===== src/dfa_pkg.sv =====
// Shared types, constants and fork helpers for the dining fork arbiter.
package dfa_pkg;

  localparam int MAX_SEATS = 8;
  localparam int SEAT_W    = $clog2(MAX_SEATS);
  localparam int CNT_W     = $clog2(MAX_SEATS + 1);
  localparam int CFG_W     = 4;
  localparam logic [CFG_W-1:0] SEATS_RST = CFG_W'(8);

  // command queue between front and back
  localparam int CMDQ_DEPTH = 2;
  localparam int CMDQ_AW    = $clog2(CMDQ_DEPTH);
  localparam int CMDQ_CW    = $clog2(CMDQ_DEPTH + 1);

  // result queue at the output
  localparam int OUTQ_DEPTH = 4;
  localparam int OUTQ_AW    = $clog2(OUTQ_DEPTH);
  localparam int OUTQ_CW    = $clog2(OUTQ_DEPTH + 1);

  // request kinds
  localparam logic REQ_ACQUIRE = 1'b0;
  localparam logic REQ_RELEASE = 1'b1;

  typedef logic [SEAT_W-1:0]    seat_t;
  typedef logic [CNT_W-1:0]     cnt_t;
  typedef logic [MAX_SEATS-1:0] fork_vec_t;

  typedef struct packed {
    logic  req_type;
    seat_t seat;
  } in_req_t;

  typedef struct packed {
    seat_t seat_out;
    logic  granted;
    logic  last;
  } out_res_t;

  typedef struct packed {
    logic  rel;
    seat_t seat;
  } cmd_t;

  // ring size with out-of-range register values pinned to the legal range
  function automatic cnt_t ring_clamp(input logic [CFG_W-1:0] v);
    cnt_t r;
    if (v < CFG_W'(2)) begin
      r = CNT_W'(2);
    end else if (CNT_W'(v) > CNT_W'(MAX_SEATS)) begin
      r = CNT_W'(MAX_SEATS);
    end else begin
      r = CNT_W'(v);
    end
    return r;
  endfunction

  // the seat's own fork and its right neighbor's, wrapping at the ring size
  function automatic fork_vec_t fork_pair(input seat_t s, input cnt_t n);
    cnt_t      nx;
    seat_t     rt;
    fork_vec_t p;
    nx = CNT_W'(s) + CNT_W'(1);
    rt = (nx == n) ? '0 : nx[SEAT_W-1:0];
    p = '0;
    p[s]  = 1'b1;
    p[rt] = 1'b1;
    return p;
  endfunction

  // one free bit for each fork inside the ring
  function automatic fork_vec_t all_free(input cnt_t n);
    fork_vec_t m;
    for (int i = 0; i < MAX_SEATS; i++) begin
      m[i] = (CNT_W'(i) < n);
    end
    return m;
  endfunction

endpackage


===== src/dining_fork_arbiter_core.sv =====
// A request is stored in the command queue, decided by the back end, then stored in the result queue before it shows.
// The back end takes one request per cycle while the result queue has room; a release holds it
//   for a scan of the wait list (up to 8 entries), one entry examined per cycle while the result queue has room.
// A release grant is sent once the next grant is found; the final one goes out at scan end.
// Reset (synchronous, rst_n low): ring of 8 seats, every fork free, wait list and queues empty.
// A register write frees every fork and empties the wait list; no clearing pass is needed.
module dining_fork_arbiter_core (
  input  logic                       clk,
  input  logic                       rst_n,
  input  logic                       in_push,
  input  dfa_pkg::in_req_t           in_req,
  output logic                       in_full,
  output logic                       out_empty,
  input  logic                       out_pop,
  output dfa_pkg::out_res_t          out_res,
  input  logic                       cfg_we,
  input  logic [dfa_pkg::CFG_W-1:0]  cfg_wdata
);
  import dfa_pkg::*;

  cnt_t     ring;
  logic     cmd_vld;
  cmd_t     cmd;
  logic     cmd_pop;
  logic     res_push;
  out_res_t res;
  logic     res_full;

  // accept and classify requests
  dfa_front u_front (
    .clk     (clk),
    .rst_n   (rst_n),
    .in_push (in_push),
    .in_req  (in_req),
    .in_full (in_full),
    .ring    (ring),
    .cmd_vld (cmd_vld),
    .cmd     (cmd),
    .cmd_pop (cmd_pop)
  );

  // fork bookkeeping and release scan
  dfa_back u_back (
    .clk       (clk),
    .rst_n     (rst_n),
    .cfg_we    (cfg_we),
    .cfg_wdata (cfg_wdata),
    .ring      (ring),
    .cmd_vld   (cmd_vld),
    .cmd       (cmd),
    .cmd_pop   (cmd_pop),
    .res_push  (res_push),
    .res       (res),
    .res_full  (res_full)
  );

  // results wait here for the consumer
  dfa_outq u_outq (
    .clk   (clk),
    .rst_n (rst_n),
    .push  (res_push),
    .din   (res),
    .full  (res_full),
    .empty (out_empty),
    .pop   (out_pop),
    .dout  (out_res)
  );

endmodule


===== src/dfa_front.sv =====
// Front end: takes requests, drops seats outside the ring, queues commands.
module dfa_front (
  input  logic            clk,
  input  logic            rst_n,
  input  logic            in_push,
  input  dfa_pkg::in_req_t in_req,
  output logic            in_full,
  input  dfa_pkg::cnt_t   ring,
  output logic            cmd_vld,
  output dfa_pkg::cmd_t   cmd,
  input  logic            cmd_pop
);
  import dfa_pkg::*;

  cmd_t               q_r [CMDQ_DEPTH];
  logic [CMDQ_AW-1:0] rd_r, rd_nxt;
  logic [CMDQ_AW-1:0] wr_r, wr_nxt;
  logic [CMDQ_CW-1:0] cnt_r, cnt_nxt;
  logic               accept;
  logic               keep;
  logic               do_pop;
  cmd_t               new_cmd;

  // classify: a seat outside the ring is taken and dropped
  assign in_full = (cnt_r == CMDQ_CW'(CMDQ_DEPTH));
  assign accept  = in_push && !in_full;
  assign keep    = accept && (CNT_W'(in_req.seat) < ring);
  assign new_cmd = '{rel: (in_req.req_type == REQ_RELEASE), seat: in_req.seat};

  assign cmd_vld = (cnt_r != '0);
  assign cmd     = q_r[rd_r];
  assign do_pop  = cmd_pop && cmd_vld;

  // queue pointers
  always_comb begin
    rd_nxt  = do_pop ? rd_r + CMDQ_AW'(1) : rd_r;
    wr_nxt  = keep ? wr_r + CMDQ_AW'(1) : wr_r;
    cnt_nxt = cnt_r + CMDQ_CW'(keep) - CMDQ_CW'(do_pop);
  end

  always_ff @(posedge clk) begin
    if (!rst_n) begin
      rd_r  <= '0;
      wr_r  <= '0;
      cnt_r <= '0;
    end else begin
      rd_r  <= rd_nxt;
      wr_r  <= wr_nxt;
      cnt_r <= cnt_nxt;
    end
  end

  // queue storage
  always_ff @(posedge clk) begin
    if (keep) begin
      q_r[wr_r] <= new_cmd;
    end
  end

endmodule


===== src/dfa_back.sv =====
// Back end: fork state, wait list, grant decisions and the release scan.
module dfa_back (
  input  logic                       clk,
  input  logic                       rst_n,
  input  logic                       cfg_we,
  input  logic [dfa_pkg::CFG_W-1:0]  cfg_wdata,
  output dfa_pkg::cnt_t              ring,
  input  logic                       cmd_vld,
  input  dfa_pkg::cmd_t              cmd,
  output logic                       cmd_pop,
  output logic                       res_push,
  output dfa_pkg::out_res_t          res,
  input  logic                       res_full
);
  import dfa_pkg::*;

  localparam logic ST_IDLE = 1'b0;
  localparam logic ST_SCAN = 1'b1;

  logic [CFG_W-1:0] seats_r;
  fork_vec_t        fork_r, fork_nxt;
  fork_vec_t        waiting_r, waiting_nxt;
  seat_t            wlist_r [MAX_SEATS];
  cnt_t             wcount_r, wcount_nxt;
  logic             state_r, state_nxt;
  cnt_t             idx_r, idx_nxt;
  cnt_t             kept_r, kept_nxt;
  logic             hold_vld_r, hold_vld_nxt;
  seat_t            hold_seat_r, hold_seat_nxt;

  logic             wl_we;
  seat_t            wl_addr;
  seat_t            wl_data;
  fork_vec_t        cmd_pair;
  seat_t            ent;
  fork_vec_t        ent_pair;

  assign ring     = ring_clamp(seats_r);
  assign cmd_pair = fork_pair(cmd.seat, ring);
  assign ent      = wlist_r[idx_r[SEAT_W-1:0]];
  assign ent_pair = fork_pair(ent, ring);

  // request handling and one wait-list entry per cycle during a scan, while the result queue has room
  always_comb begin
    fork_nxt      = fork_r;
    waiting_nxt   = waiting_r;
    wcount_nxt    = wcount_r;
    state_nxt     = state_r;
    idx_nxt       = idx_r;
    kept_nxt      = kept_r;
    hold_vld_nxt  = hold_vld_r;
    hold_seat_nxt = hold_seat_r;
    cmd_pop       = 1'b0;
    res_push      = 1'b0;
    res           = '0;
    wl_we         = 1'b0;
    wl_addr       = '0;
    wl_data       = '0;

    unique case (state_r)
      ST_IDLE: begin
        if (cmd_vld && !res_full) begin
          cmd_pop = 1'b1;
          if (!cmd.rel) begin
            res_push = 1'b1;
            if ((fork_r & cmd_pair) == cmd_pair) begin
              fork_nxt = fork_r & ~cmd_pair;
              res      = '{seat_out: cmd.seat, granted: 1'b1, last: 1'b1};
            end else begin
              // queue the seat once; a repeat just reports not granted
              if (!waiting_r[cmd.seat] && (wcount_r < CNT_W'(MAX_SEATS))) begin
                wl_we                 = 1'b1;
                wl_addr               = wcount_r[SEAT_W-1:0];
                wl_data               = cmd.seat;
                wcount_nxt            = wcount_r + CNT_W'(1);
                waiting_nxt[cmd.seat] = 1'b1;
              end
              res = '{seat_out: cmd.seat, granted: 1'b0, last: 1'b1};
            end
          end else begin
            fork_nxt     = fork_r | cmd_pair;
            idx_nxt      = '0;
            kept_nxt     = '0;
            hold_vld_nxt = 1'b0;
            state_nxt    = ST_SCAN;
          end
        end
      end
      ST_SCAN: begin
        if (!res_full) begin
          if (idx_r == wcount_r) begin
            // end of scan: compact count, flush the held grant as last
            wcount_nxt   = kept_r;
            hold_vld_nxt = 1'b0;
            state_nxt    = ST_IDLE;
            if (hold_vld_r) begin
              res_push = 1'b1;
              res      = '{seat_out: hold_seat_r, granted: 1'b1, last: 1'b1};
            end
          end else begin
            idx_nxt = idx_r + CNT_W'(1);
            if (CNT_W'(ent) >= ring) begin
              waiting_nxt[ent] = 1'b0;
            end else if ((fork_nxt & ent_pair) == ent_pair) begin
              fork_nxt         = fork_r & ~ent_pair;
              waiting_nxt[ent] = 1'b0;
              // a grant is held back until the next one is found so the final one can carry last
              if (hold_vld_r) begin
                res_push = 1'b1;
                res      = '{seat_out: hold_seat_r, granted: 1'b1, last: 1'b0};
              end
              hold_vld_nxt  = 1'b1;
              hold_seat_nxt = ent;
            end else begin
              wl_we    = 1'b1;
              wl_addr  = kept_r[SEAT_W-1:0];
              wl_data  = ent;
              kept_nxt = kept_r + CNT_W'(1);
            end
          end
        end
      end
    endcase
  end

  // state registers; a register write restarts the ring
  always_ff @(posedge clk) begin
    if (!rst_n) begin
      seats_r    <= SEATS_RST;
      fork_r     <= all_free(ring_clamp(SEATS_RST));
      waiting_r  <= '0;
      wcount_r   <= '0;
      state_r    <= ST_IDLE;
      idx_r      <= '0;
      kept_r     <= '0;
      hold_vld_r <= 1'b0;
    end else if (cfg_we) begin
      seats_r    <= cfg_wdata;
      fork_r     <= all_free(ring_clamp(cfg_wdata));
      waiting_r  <= '0;
      wcount_r   <= '0;
      state_r    <= ST_IDLE;
      idx_r      <= '0;
      kept_r     <= '0;
      hold_vld_r <= 1'b0;
    end else begin
      fork_r     <= fork_nxt;
      waiting_r  <= waiting_nxt;
      wcount_r   <= wcount_nxt;
      state_r    <= state_nxt;
      idx_r      <= idx_nxt;
      kept_r     <= kept_nxt;
      hold_vld_r <= hold_vld_nxt;
    end
  end

  // held grant seat
  always_ff @(posedge clk) begin
    hold_seat_r <= hold_seat_nxt;
  end

  // wait list entries
  always_ff @(posedge clk) begin
    if (wl_we) begin
      wlist_r[wl_addr] <= wl_data;
    end
  end

endmodule


===== src/dfa_outq.sv =====
// Result queue between the back end and the result ports.
module dfa_outq (
  input  logic               clk,
  input  logic               rst_n,
  input  logic               push,
  input  dfa_pkg::out_res_t  din,
  output logic               full,
  output logic               empty,
  input  logic               pop,
  output dfa_pkg::out_res_t  dout
);
  import dfa_pkg::*;

  out_res_t           q_r [OUTQ_DEPTH];
  logic [OUTQ_AW-1:0] rd_r;
  logic [OUTQ_AW-1:0] wr_r;
  logic [OUTQ_CW-1:0] cnt_r, cnt_nxt;
  logic               do_push;
  logic               do_pop;

  assign full    = (cnt_r == OUTQ_CW'(OUTQ_DEPTH));
  assign empty   = (cnt_r == '0);
  assign do_push = push && !full;
  assign do_pop  = pop && !empty;
  assign dout    = q_r[rd_r];
  assign cnt_nxt = cnt_r + OUTQ_CW'(do_push) - OUTQ_CW'(do_pop);

  // pointers and fill level
  always_ff @(posedge clk) begin
    if (!rst_n) begin
      rd_r  <= '0;
      wr_r  <= '0;
      cnt_r <= '0;
    end else begin
      if (do_pop) begin
        rd_r <= rd_r + OUTQ_AW'(1);
      end
      if (do_push) begin
        wr_r <= wr_r + OUTQ_AW'(1);
      end
      cnt_r <= cnt_nxt;
    end
  end

  // storage
  always_ff @(posedge clk) begin
    if (do_push) begin
      q_r[wr_r] <= din;
    end
  end

endmodule


===== config.mk =====
export PLATFORM = sky130hd
export DESIGN_NAME = dining_fork_arbiter_core
export DESIGN_NICKNAME = d
export VERILOG_FILES = /design/src/dfa_pkg.sv /design/src/dining_fork_arbiter_core.sv /design/src/dfa_front.sv /design/src/dfa_back.sv /design/src/dfa_outq.sv
export SDC_FILE = /design/constraint.sdc
export NUM_CORES = 1
export LEC_CHECK = 0
export BUFFER_PORTS_ARGS = -buffer_cell sky130_fd_sc_hd__buf_2
export CAP_MARGIN = 20
export CORE_UTILIZATION = 33
export DETAILED_ROUTE_END_ITERATION = 6
export PLACE_DENSITY = 0.48
export SKIP_LAST_GASP = 1
export SYNTH_ARGS = -nofsm -noshare
export SYNTH_HDL_FRONTEND = slang
export SYNTH_SLANG_ARGS = --single-unit
export TNS_END_PERCENT = 5

===== constraint.sdc =====
create_clock -name clk -period 6.4 [get_ports clk]
set_input_delay 0.64 -clock clk [delete_from_list [all_inputs] [get_ports clk]]
set_output_delay 0.64 -clock clk [all_outputs]
set_load 0.005 [all_outputs]

==> results of run 1 <==
worst min-delay path by stage:
stage                                        from                             to  slack [ns]  depth (start not counted)
floorplan           u_back.kept_r[3]$_SDFFE_PP0P_  u_back.kept_r[3]$_SDFFE_PP0P_        0.45                          2
global placement    u_back.kept_r[3]$_SDFFE_PP0P_  u_back.kept_r[3]$_SDFFE_PP0P_        0.46                          2
detailed placement  u_back.kept_r[3]$_SDFFE_PP0P_  u_back.kept_r[3]$_SDFFE_PP0P_        0.48                          2
CTS                                     in_req[3]    u_front.q_r[1][3]$_DFFE_PP_        0.47                          1
global route                            in_req[3]    u_front.q_r[1][3]$_DFFE_PP_        0.47                          1
finish                                  in_req[3]    u_front.q_r[1][3]$_DFFE_PP_        0.48                          1
final cells by class:
class | count | area (µm²)
multi-input combinational | 431 | 3130
clock inverter | 6 | 63.8
timing repair buffer | 26 | 148
fill | 1797 | 11300
tap | 229 | 287
inverter | 26 | 97.6
clock buffer | 10 | 229
sequential | 106 | 2670
power by group through the flow:
stage	logic [W]	registers (W)	clock network, W
after floorplan	0.000636	0.000865	0
after global placement	0.000834	0.000903	0
after detailed placement	0.000834	0.000906	0
after CTS	0.000837	0.000891	0.000584
after global routing	0.000930	0.000902	0.000608
final	0.000840	0.000891	0.000564
metal layers:
metal	up-vias	part of all wire [%]
li1	2254	-
met1	2273	46
met2	151	47
met3	30	4.2
met4	0	2.8
met5	-	0
critical path, stage by stage (launching register included):
cell and delay (ns):
dfxtp_1 0.58, mux4_1 0.61, mux2i_1 0.19, buf_4 0.22
inv_1 0.22, ha_1 0.55, xor2_1 0.21, or3_1 0.39
and2_1 0.20, a32oi_1 0.25, a21o_1 0.17, nand3_1 0.15
nor4_1 0.51, or2_2 0.26, ha_1 0.15, inv_1 0.05
fa_1 0.40, xor2_1 0.17, xnor2_1 0.14, nor2_1 0.05
cells in the final DEF, fill, tap and decap left out, types with 8 or more instances in the layout:
master / count
a21oi_1: 30
and2_1: 13
buf_2: 19
clkbuf_16: 9
dfxtp_1: 51
edfxtp_1: 55
ha_1: 18
inv_1: 25
mux2i_1: 21
nand2_1: 46
nand2b_1: 10
nand3_1: 17
nor2_1: 50
nor2b_1: 9
nor3_1: 15
o211ai_1: 8
o21ai_0: 16
or2_2: 8
xnor2_1: 12
xor2_1: 8
metrics by stage:
step	setup slack (ns)	cells	hold slack (ns)
detailed placement	0.788	818	0.476
global placement	0.961	818	0.457
finish	0.787	834	0.480
CTS	0.785	834	0.467
floorplan	1.78	597	0.446
global route	0.390	834	0.472
logic make-up after synthesis:
| group | count (synthesis) | synth area share (%) |
|---|---|---|
| AO/OA/AOI/OAI | 154 | 19.2 |
| XOR/XNOR | 22 | 3.63 |
| adder cells (fa/ha/maj) | 19 | 4.05 |
| buffers and inverters | 60 | 4.19 |
| flip-flops | 106 | 44.1 |
| multiplexers | 36 | 8.05 |
| AND/OR/NAND/NOR | 200 | 16.7 |
==> reports/results.tsv, run 1 <==
stage	metric	value	unit
synthesis	synth_edf_count	55	
routing	vias_per_cell	5.65	
clock_tree	post_cts_resized	0	
sta	setup_viol	0	
die	num_rows	49	
clock_tree	clockBufferDepth	2	
global_route	grt_overflow	0	
global_route	antenna_found_initial	0	
die	dieArea	0.0189	mm²
power_and_ir_drop	power	0.00230	W
power_and_ir_drop	combPwrFrac	36.6	%
synthesis	ys_warn_count	0	
routing	detail_route.first_pass.iterations	5	
sta	tightest_slew	0.964	ns
clock_tree	clk_pin_slew_worst_paths	0.07	ns
sta	period_share	87.7	%
critical_path	ff2ff_path_depth	19	
power_and_ir_drop	p_sw_share	37.3	%
power_and_ir_drop	seqPwrFrac	38.8	%
synthesis	synth.largest_area_cell	edfxtp_1	
routing	drc	0	
die	io_pins	20	
sta	slew_violations	0	
place	place_area	0.00634	mm²
critical_path	cp.arrival	5.83	ns
critical_path	crit_end	u_outq.cnt_r[2]$_SDFF_PN0_	
global_route	grt_max_degree	30	
power_and_ir_drop	leakagePower	2.34	nW
die	dieHeight	138	µm
routing	final_antenna_net_count	0	
place	numPortBuffers	19	
power_and_ir_drop	power_frac_clock	24.6	%
clock_tree	h-tree-depth	3	
synthesis	synth.ff_latch_count	106	
synthesis	ys_types	81	
power_and_ir_drop	ir_worst_vdd	137	µV
synthesis	synth_area	0.00606	mm²
flow_run	maxCapViolCount	0	
routing	drt_iter0_drc	360	
clock_tree	cts_sinks	106	
layout	n_antenna_cell	0	
synthesis	syn_area_per_cell	10.2	µm²
synthesis	async_reset_ff_share	0	%
global_route	grt-busiest-layer	met2	
layout	drive_gt1_share	11.7	%
global_route	grt_use_total	18.4	%
critical_path	r2r_end	u_outq.cnt_r[2]$_SDFF_PN0_	
routing	wl_per_cell	19.5	µm
critical_path	endpoint_kind	flop	
global_route	met1_usage	24.3	%
layout	fin_nets	632	
clock_tree	cts_tree	built	
power_and_ir_drop	p_per_area	346	mW/mm²
clock_tree	post-cts-setup-buffers	0	
synthesis	synth_fp_nets	629	
global_route	grt_use_met3	3.24	%
synthesis	yosysSeqAreaShare	44.1	%
global_route	grt_pass1_vias	4493	
die	dieWidth	138	µm
sta	finClkSkew	0.0143	ns
routing	wl	16300	µm
global_route	grt_util_met2	29.5	%
synthesis	synth_top_cells_by_area	edfxtp_1 (27%), dfxtp_1 (17%), ha_1 (3.7%)	
clock_tree	clkLatencyLatePin	0.35	ns
critical_path	required	6.62	ns
place	place.detailed.hpwl	12100	µm
critical_path	startpoint_type	flop	
place	place.gp.congestion	0.913	
sta	slew_headroom	33.9	%
clock_tree	cts_inserted_buffers	9	
power_and_ir_drop	p_sw	0.000857	W
clock_tree	root_buffer	clkbuf_16	
critical_path	critical_path_class	reg -> reg	
die	coreArea	0.0180	mm²
layout	post-route-cell-area	0.00663	mm²
power_and_ir_drop	internal_power	0.00144	W
sta	rsz0062_at_grt	false	
global_route	grt_pass1_wl	25700	µm
hold_path	hold_class	in -> reg	
critical_path	reg2reg_slack	0.79	ns
synthesis	synth-main-ff-cell	edfxtp_1	
sta	fmax	178	MHz
run_status	status	completed	
sta	tns	0	ns
clock_tree	cts_hold_buf	0	
synthesis	synth_cells	597	
layout	final_util	36.9	%
sta	final_hold_viol_count	0	
die	start_util	33.7	%
synthesis	netlist.area_leader.share	27.3	%
sta	finalCriticalPeriod	5.61	ns
routing	num_vias	4708	
layout	area_growth	9.42	%
synthesis	yosysMostFrequentCell	edfxtp_1	
critical_path	cp_max_fo	15	
synthesis	synth_commonest_cells	edfxtp_1 (55), dfxtp_1 (51), nor2_1 (50)	
No activity file was read; power rests on OpenSTA's default activity.
==> run 2, diff against run 1 <==
--- a/config.mk
+++ b/config.mk
@@ -6,10 +6,13 @@
 export NUM_CORES = 1
 export LEC_CHECK = 0
 export BUFFER_PORTS_ARGS = -buffer_cell sky130_fd_sc_hd__buf_2
-export CAP_MARGIN = 20
+export CAP_MARGIN = 40
+export CELL_PAD_IN_SITES_DETAIL_PLACEMENT = 0
+export CELL_PAD_IN_SITES_GLOBAL_PLACEMENT = 1
+export CORE_MARGIN = 3
 export CORE_UTILIZATION = 33
 export DETAILED_ROUTE_END_ITERATION = 6
-export PLACE_DENSITY = 0.48
+export PLACE_DENSITY = 0.57
 export SKIP_LAST_GASP = 1
 export SYNTH_ARGS = -nofsm -noshare
 export SYNTH_HDL_FRONTEND = slang
==> reports/results.tsv, run 2 (same netlist as run 1, synthesis figures left out) <==
stage	metric	value	unit	change
global_route	grt_pass1_vias	4386		-2.4%
critical_path	r2r_end	u_outq.cnt_r[2]$_SDFF_PN0_		
die	io_pins	20		unchanged
clock_tree	clkLatencyLatePin	0.36	ns	about the same
die	dieArea	0.0200	mm²	+5.9%
die	dieHeight	142	µm	+2.9%
sta	slew_headroom	43.2	%	+9.2 points
routing	wl_per_cell	20.1	µm	+3.2%
sta	tns	0	ns	unchanged
power_and_ir_drop	ir_worst_vdd	140	µV	+2.2%
global_route	antenna_found_initial	0		unchanged
layout	final_cell_mix	edfxtp_1 (55), dfxtp_1 (51), nor2_1 (50), nand2_1 (46), a21oi_1 (30)		
flow_run	maxCapViolCount	0		unchanged
global_route	grt_use_total	16.7	%	-1.7 points
clock_tree	post-cts-setup-buffers	0		unchanged
power_and_ir_drop	combPwrFrac	36.8	%	+0.2 points
global_route	grt_pass1_wl	25900	µm	+0.78%
run_status	status	completed		
routing	num_vias	4703		-0.11%
die	dieWidth	142	µm	+2.9%
critical_path	startpoint_type	flop		
layout	final_util	37.7	%	+0.82 points
critical_path	reg2reg_slack	0.69	ns	-0.10 ns
clock_tree	post_cts_resized	0		unchanged
critical_path	endpoint_kind	flop		
power_and_ir_drop	p_sw_share	37.5	%	+0.14 points
critical_path	cp_max_fo	15		unchanged
power_and_ir_drop	power_frac_clock	24.9	%	+0.3 points
clock_tree	clockBufferDepth	2		unchanged
sta	final_hold_viol_count	0		unchanged
clock_tree	h-tree-depth	3		unchanged
sta	finalCriticalPeriod	5.71	ns	+0.0998 ns
clock_tree	cts_inserted_buffers	9		unchanged
critical_path	required	6.62	ns	about the same
place	numPortBuffers	19		unchanged
sta	slew_violations	0		unchanged
sta	rsz0062_at_grt	false		
power_and_ir_drop	p_sw	0.000877	W	+2.4%
routing	detail_route.first_pass.iterations	5		unchanged
layout	layout_commonest_cell	edfxtp_1		
place	place.gp.congestion	0.906		-0.77%
critical_path	crit_end	u_outq.cnt_r[2]$_SDFF_PN0_		
clock_tree	cts_tree	built		
place	place.detailed.hpwl	12500	µm	+3.1%
power_and_ir_drop	leakagePower	2.35	nW	+0.75%
global_route	grt_max_degree	29		-3.3%
clock_tree	cts_sinks	106		unchanged
layout	drive_gt1_share	12.2	%	+0.46 points
critical_path	critical_path_class	reg -> reg		
power_and_ir_drop	internal_power	0.00146	W	+1.8%
routing	final_antenna_net_count	0		unchanged
critical_path	ff2ff_path_depth	19		unchanged
layout	finalNonFillerCells	832		-0.24%
layout	area_growth	9.95	%	
place	numPlacedInstances	816		-0.24%
routing	wl	16700	µm	+3.0%
sta	finClkSkew	0.0120	ns	-0.00224 ns
power_and_ir_drop	seqPwrFrac	38.2	%	-0.6 points
clock_tree	cts_hold_buf	0		unchanged
sta	fmax	175	MHz	-1.7%
clock_tree	root_buffer	clkbuf_16		
routing	drc	0		unchanged
routing	vias_per_cell	5.65		+0.13%
sta	tightest_slew	0.850	ns	-0.114 ns
die	num_rows	48		-2.0%
power_and_ir_drop	p_per_area	352	mW/mm²	+1.5%
sta	period_share	89.3	%	+1.6 points
layout	fin_nets	634		+0.32%
critical_path	cp.arrival	5.94	ns	+0.11 ns
hold_path	holdPathStages	1		unchanged
clock_tree	clk_pin_slew_worst_paths	0.08	ns	about the same
sta	setup_viol	0		unchanged
die	coreArea	0.0177	mm²	-1.7%
hold_path	hold_class	in -> reg		
die	start_util	34.3	%	+0.59 points
layout	n_antenna_cell	0		unchanged
global_route	grt_overflow	0		unchanged
routing	drt_iter0_drc	322		-11%
## run 2: cell types whose count changed in the layout (fill, tap and decap cells not counted)
cell and delta:
mux2i_2 +1, clkbuf_8 +1, clkinv_2 -1, inv_6 -1, clkinv_1 -1, buf_1 +1
inv_8 +2, mux2i_1 -1, buf_6 +1
## run 2: per-stage QoR
| step | setup WS (ns) | power, W | hold WS, ns | instance area, µm² |
|---|---|---|---|---|
| after floorplan | 1.78 | 0.00150 | 0.446 | 6060 |
| after global placement | 0.807 | 0.00175 | 0.465 | 6340 |
| after detailed placement | 0.745 | 0.00177 | 0.469 | 6350 |
| after CTS | 0.754 | 0.00235 | 0.454 | 6660 |
| after global routing | 0.317 | 0.00248 | 0.460 | 6660 |
| final | 0.687 | 0.00234 | 0.464 | 6660 |
## run 2: area by class of cell
class / count / area, µm²
sequential: 106 / 2670
fill: 1785 / 11000
inverter: 26 / 97.6
tap: 225 / 282
multi-input combinational: 431 / 3140
clock buffer: 11 / 243
timing repair buffer: 28 / 163
clock inverter: 5 / 68.8
## run 2: how the worst min path moves through the flow
| stage | slack [ns] | endpoint | from |
|---|---|---|---|
| finish | 0.46 | u_front.q_r[0][3]$_DFFE_PP_ | in_req[3] |
| global route | 0.46 | u_front.q_r[0][3]$_DFFE_PP_ | in_req[3] |
| CTS | 0.45 | u_front.q_r[0][3]$_DFFE_PP_ | in_req[3] |
| detailed placement | 0.47 | u_back.waiting_r[0]$_SDFFE_PP0P_ | u_back.waiting_r[0]$_SDFFE_PP0P_ |
| global placement | 0.46 | u_back.waiting_r[0]$_SDFFE_PP0P_ | u_back.waiting_r[0]$_SDFFE_PP0P_ |
| floorplan | 0.45 | u_back.kept_r[3]$_SDFFE_PP0P_ | u_back.kept_r[3]$_SDFFE_PP0P_ |
## run 2: critical path: stages (launching register included)
cell	delay, ns
dfxtp_1	0.60
mux4_1	0.60
mux2i_1	0.15
buf_4	0.21
inv_1	0.22
ha_1	0.68
xor2_1	0.11
or3_1	0.39
and2_1	0.20
a32oi_1	0.26
a21o_1	0.17
nand3_1	0.15
nor4_1	0.62
or2_2	0.27
ha_1	0.15
inv_1	0.05
fa_1	0.39
xor2_1	0.17
xnor2_1	0.14
nor2_1	0.05
## run 2: per-layer routing
metal / vias up / GRT usage (%) / wire [µm]
met5: - / 0 / 0
met4: 0 / 5.05 / 329
met3: 23 / 3.71 / 919
met2: 134 / 26.6 / 7700
met1: 2289 / 23.0 / 7800
li1: 2257 / - / -
## run 2: power by group through the flow
stage | combinational, W | clock [W] | sequential (W)
global route | 0.000941 | 0.000630 | 0.000905
finish | 0.000863 | 0.000584 | 0.000896
detailed placement | 0.000856 | 0 | 0.000909
floorplan | 0.000636 | 0 | 0.000865
global placement | 0.000843 | 0 | 0.000908
CTS | 0.000859 | 0.000599 | 0.000894
==> run 3, diff against run 2 <==
--- a/config.mk
+++ b/config.mk
@@ -10,9 +10,9 @@
 export CELL_PAD_IN_SITES_DETAIL_PLACEMENT = 0
 export CELL_PAD_IN_SITES_GLOBAL_PLACEMENT = 1
 export CORE_MARGIN = 3
-export CORE_UTILIZATION = 33
+export CORE_UTILIZATION = 40
 export DETAILED_ROUTE_END_ITERATION = 6
-export PLACE_DENSITY = 0.57
+export PLACE_DENSITY = 0.67
 export SKIP_LAST_GASP = 1
 export SYNTH_ARGS = -nofsm -noshare
 export SYNTH_HDL_FRONTEND = slang
==> reports/results.tsv, run 3 (same netlist as run 1, synthesis figures left out) <==
stage	metric	value	unit	change
critical_path	path_delay_family	simple AND/OR/NAND/NOR gates		
die	start_util	41.2	%	+6.9 points
routing	drt_iter0_drc	408		+27%
global_route	grt_overflow	0		unchanged
critical_path	cp_max_fo	15		unchanged
routing	detail_route.first_pass.iterations	5		unchanged
layout	area_growth	10.1	%	
layout	layout_commonest_cell	edfxtp_1		
routing	final_antenna_net_count	0		unchanged
clock_tree	clockBufferDepth	2		unchanged
layout	fin_nets	637		+0.47%
hold_path	min_to	u_front.q_r[0][3]$_DFFE_PP_		
sta	finClkSkew	0.0114	ns	-0.000587 ns
layout	finalNonFillerCells	794		-4.6%
routing	drc	0		unchanged
layout	multi_input_area	0.00313	mm²	-0.12%
power_and_ir_drop	ir_worst_vdd	148	µV	+5.7%
clock_tree	cts_tree	built		
layout	final_cell_mix	edfxtp_1 (55), dfxtp_1 (51), nor2_1 (50), nand2_1 (46), a21oi_1 (30)		
critical_path	r2r_end	u_outq.cnt_r[2]$_SDFF_PN0_		
sta	slew_headroom	42.6	%	-0.50 points
routing	num_vias	4718		+0.32%
routing	vias_per_cell	5.94		+5.1%
critical_path	critPathSlowestCell	mux4_1		
run_status	status	completed		
layout	final_util	45.4	%	+7.7 points
critical_path	slowest_delay	0.61	ns	-0.07 ns
global_route	antenna_found_initial	0		unchanged
clock_tree	h-tree-depth	3		unchanged
critical_path	ff2ff_path_depth	19		unchanged
critical_path	path_buf_inv	3		unchanged
critical_path	cp_cell_sequence	mux4_1 -> mux2i_1 -> inv_1 -> ha_1 -> buf_4 -> xor2_1 -> or3_1 -> and2_1 -> a32oi_1 -> a21o_1 -> nand3_1 -> nor4_1 -> or2_2 -> ha_1 -> inv_1 -> fa_1 -> xor2_1 -> xnor2_1 -> nor2_1		
layout	drive_gt1_share	12.6	%	+0.43 points
critical_path	reg2reg_slack	0.99	ns	+0.30 ns
critical_path	required	6.63	ns	about the same
hold_path	hold_class	in -> reg		
clock_tree	cts_hold_buf	0		unchanged
sta	finalCriticalPeriod	5.41	ns	-0.301 ns
die	num_rows	44		-8.3%
place	place.gp.congestion	0.901		-0.57%
power_and_ir_drop	leakagePower	2.39	nW	+1.5%
die	dieWidth	129	µm	-8.8%
die	coreArea	0.0147	mm²	-17%
sta	final_hold_viol_count	0		unchanged
clock_tree	clk_pin_slew_worst_paths	0.08	ns	about the same
clock_tree	cts_sinks	106		unchanged
place	numPortBuffers	19		unchanged
layout	fill_cells	1358		-24%
die	dieHeight	129	µm	-8.8%
place	place.detailed.hpwl	11900	µm	-4.5%
sta	period_share	84.6	%	-4.7 points
power_and_ir_drop	power	0.00240	W	+2.5%
critical_path	critical_path_class	reg -> reg		
die	io_pins	20		unchanged
clock_tree	post-cts-setup-buffers	0		unchanged
clock_tree	post_cts_resized	0		unchanged
layout	seq_area	0.00267	mm²	unchanged
critical_path	cp.arrival	5.64	ns	-0.30 ns
hold_path	holdPathStages	1		unchanged
global_route	grt_use_total	19.8	%	+3.1 points
clock_tree	root_buffer	clkbuf_16		
routing	wl	16000	µm	-4.5%
layout	n_antenna_cell	0		unchanged
power_and_ir_drop	p_per_area	360	mW/mm²	+2.4%
global_route	grt_pass1_wl	25200	µm	-2.6%
sta	tns	0	ns	unchanged
global_route	grt_pass1_vias	4397		+0.25%
sta	tightest_slew	0.851	ns	+0.00165 ns
flow_run	maxCapViolCount	0		unchanged
sta	fmax	185	MHz	+5.6%
routing	wl_per_cell	20.1	µm	about the same
place	numPlacedInstances	778		-4.7%
die	dieArea	0.0167	mm²	-17%
clock_tree	cts_inserted_buffers	9		unchanged
sta	setup_slack	0.988	ns	+0.301 ns
clock_tree	clkLatencyLatePin	0.36	ns	about the same
critical_path	endpoint_kind	flop		
critical_path	startpoint_type	flop		
hold_path	hold_start	in_req[3]		
place	pre_cts_slack	1.00	ns	+0.255 ns
sta	slew_violations	0		unchanged
global_route	grt_max_degree	30		+3.4%
sta	setup_viol	0		unchanged
sta	rsz0062_at_grt	false		
## run 3: metrics by stage
step | instance area (µm²) | hold WS, ns
floorplan | 6060 | 0.446
global placement | 6320 | 0.459
detailed placement | 6320 | 0.466
CTS | 6670 | 0.449
global route | 6670 | 0.459
finish | 6670 | 0.463
## run 3: final cells by class
cell class	count	share of cell area (%)
Clock buffer	10	3.43
Clock inverter	6	1.86
Inverter	26	1.46
Multi-Input combinational cell	431	47.0
Sequential cell	106	40.1
Tap cell	184	3.45
Timing Repair Buffer	31	2.78
## run 3: power breakdown
| part | internal, W | switching [W] |
|---|---|---|
| combinational | 0.000334 | 0.000515 |
| clock | 0.000388 | 0.000273 |
| sequential | 0.000809 | 0.0000810 |
| total | 0.00153 | 0.000870 |
## run 3: metal layers
| layer | up-vias | wire (µm) | GRT usage, % |
|---|---|---|---|
| li1 | 2266 | - | - |
| met5 | - | 0 | 0 |
| met1 | 2253 | 7680 | 28.9 |
| met3 | 30 | 1010 | 4.33 |
| met2 | 169 | 6820 | 28.2 |
| met4 | 0 | 483 | 8.89 |
## run 3: how the worst max path moves through the flow
stage,startpoint,to,cells past startpoint
after floorplan,flop,u_outq.cnt_r[2]$_SDFF_PN0_,20
after global placement,flop,u_outq.cnt_r[2]$_SDFF_PN0_,19
after detailed placement,flop,u_outq.cnt_r[2]$_SDFF_PN0_,19
after CTS,flop,u_outq.cnt_r[2]$_SDFF_PN0_,19
after global routing,flop,u_outq.cnt_r[2]$_SDFF_PN0_,19
final,flop,u_outq.cnt_r[2]$_SDFF_PN0_,19
## run 3: worst register-to-register path, delay by kind of cell (launching register included)
kind | cells | cell delay, ns
AND/OR/NAND/NOR | 6 | 1.62
adder cells (fa/ha/maj) | 3 | 0.90
multiplexers | 2 | 0.84
flip-flops | 1 | 0.59
buffers and inverters | 3 | 0.49
XOR/XNOR | 3 | 0.45
AO/OA/AOI/OAI | 2 | 0.41
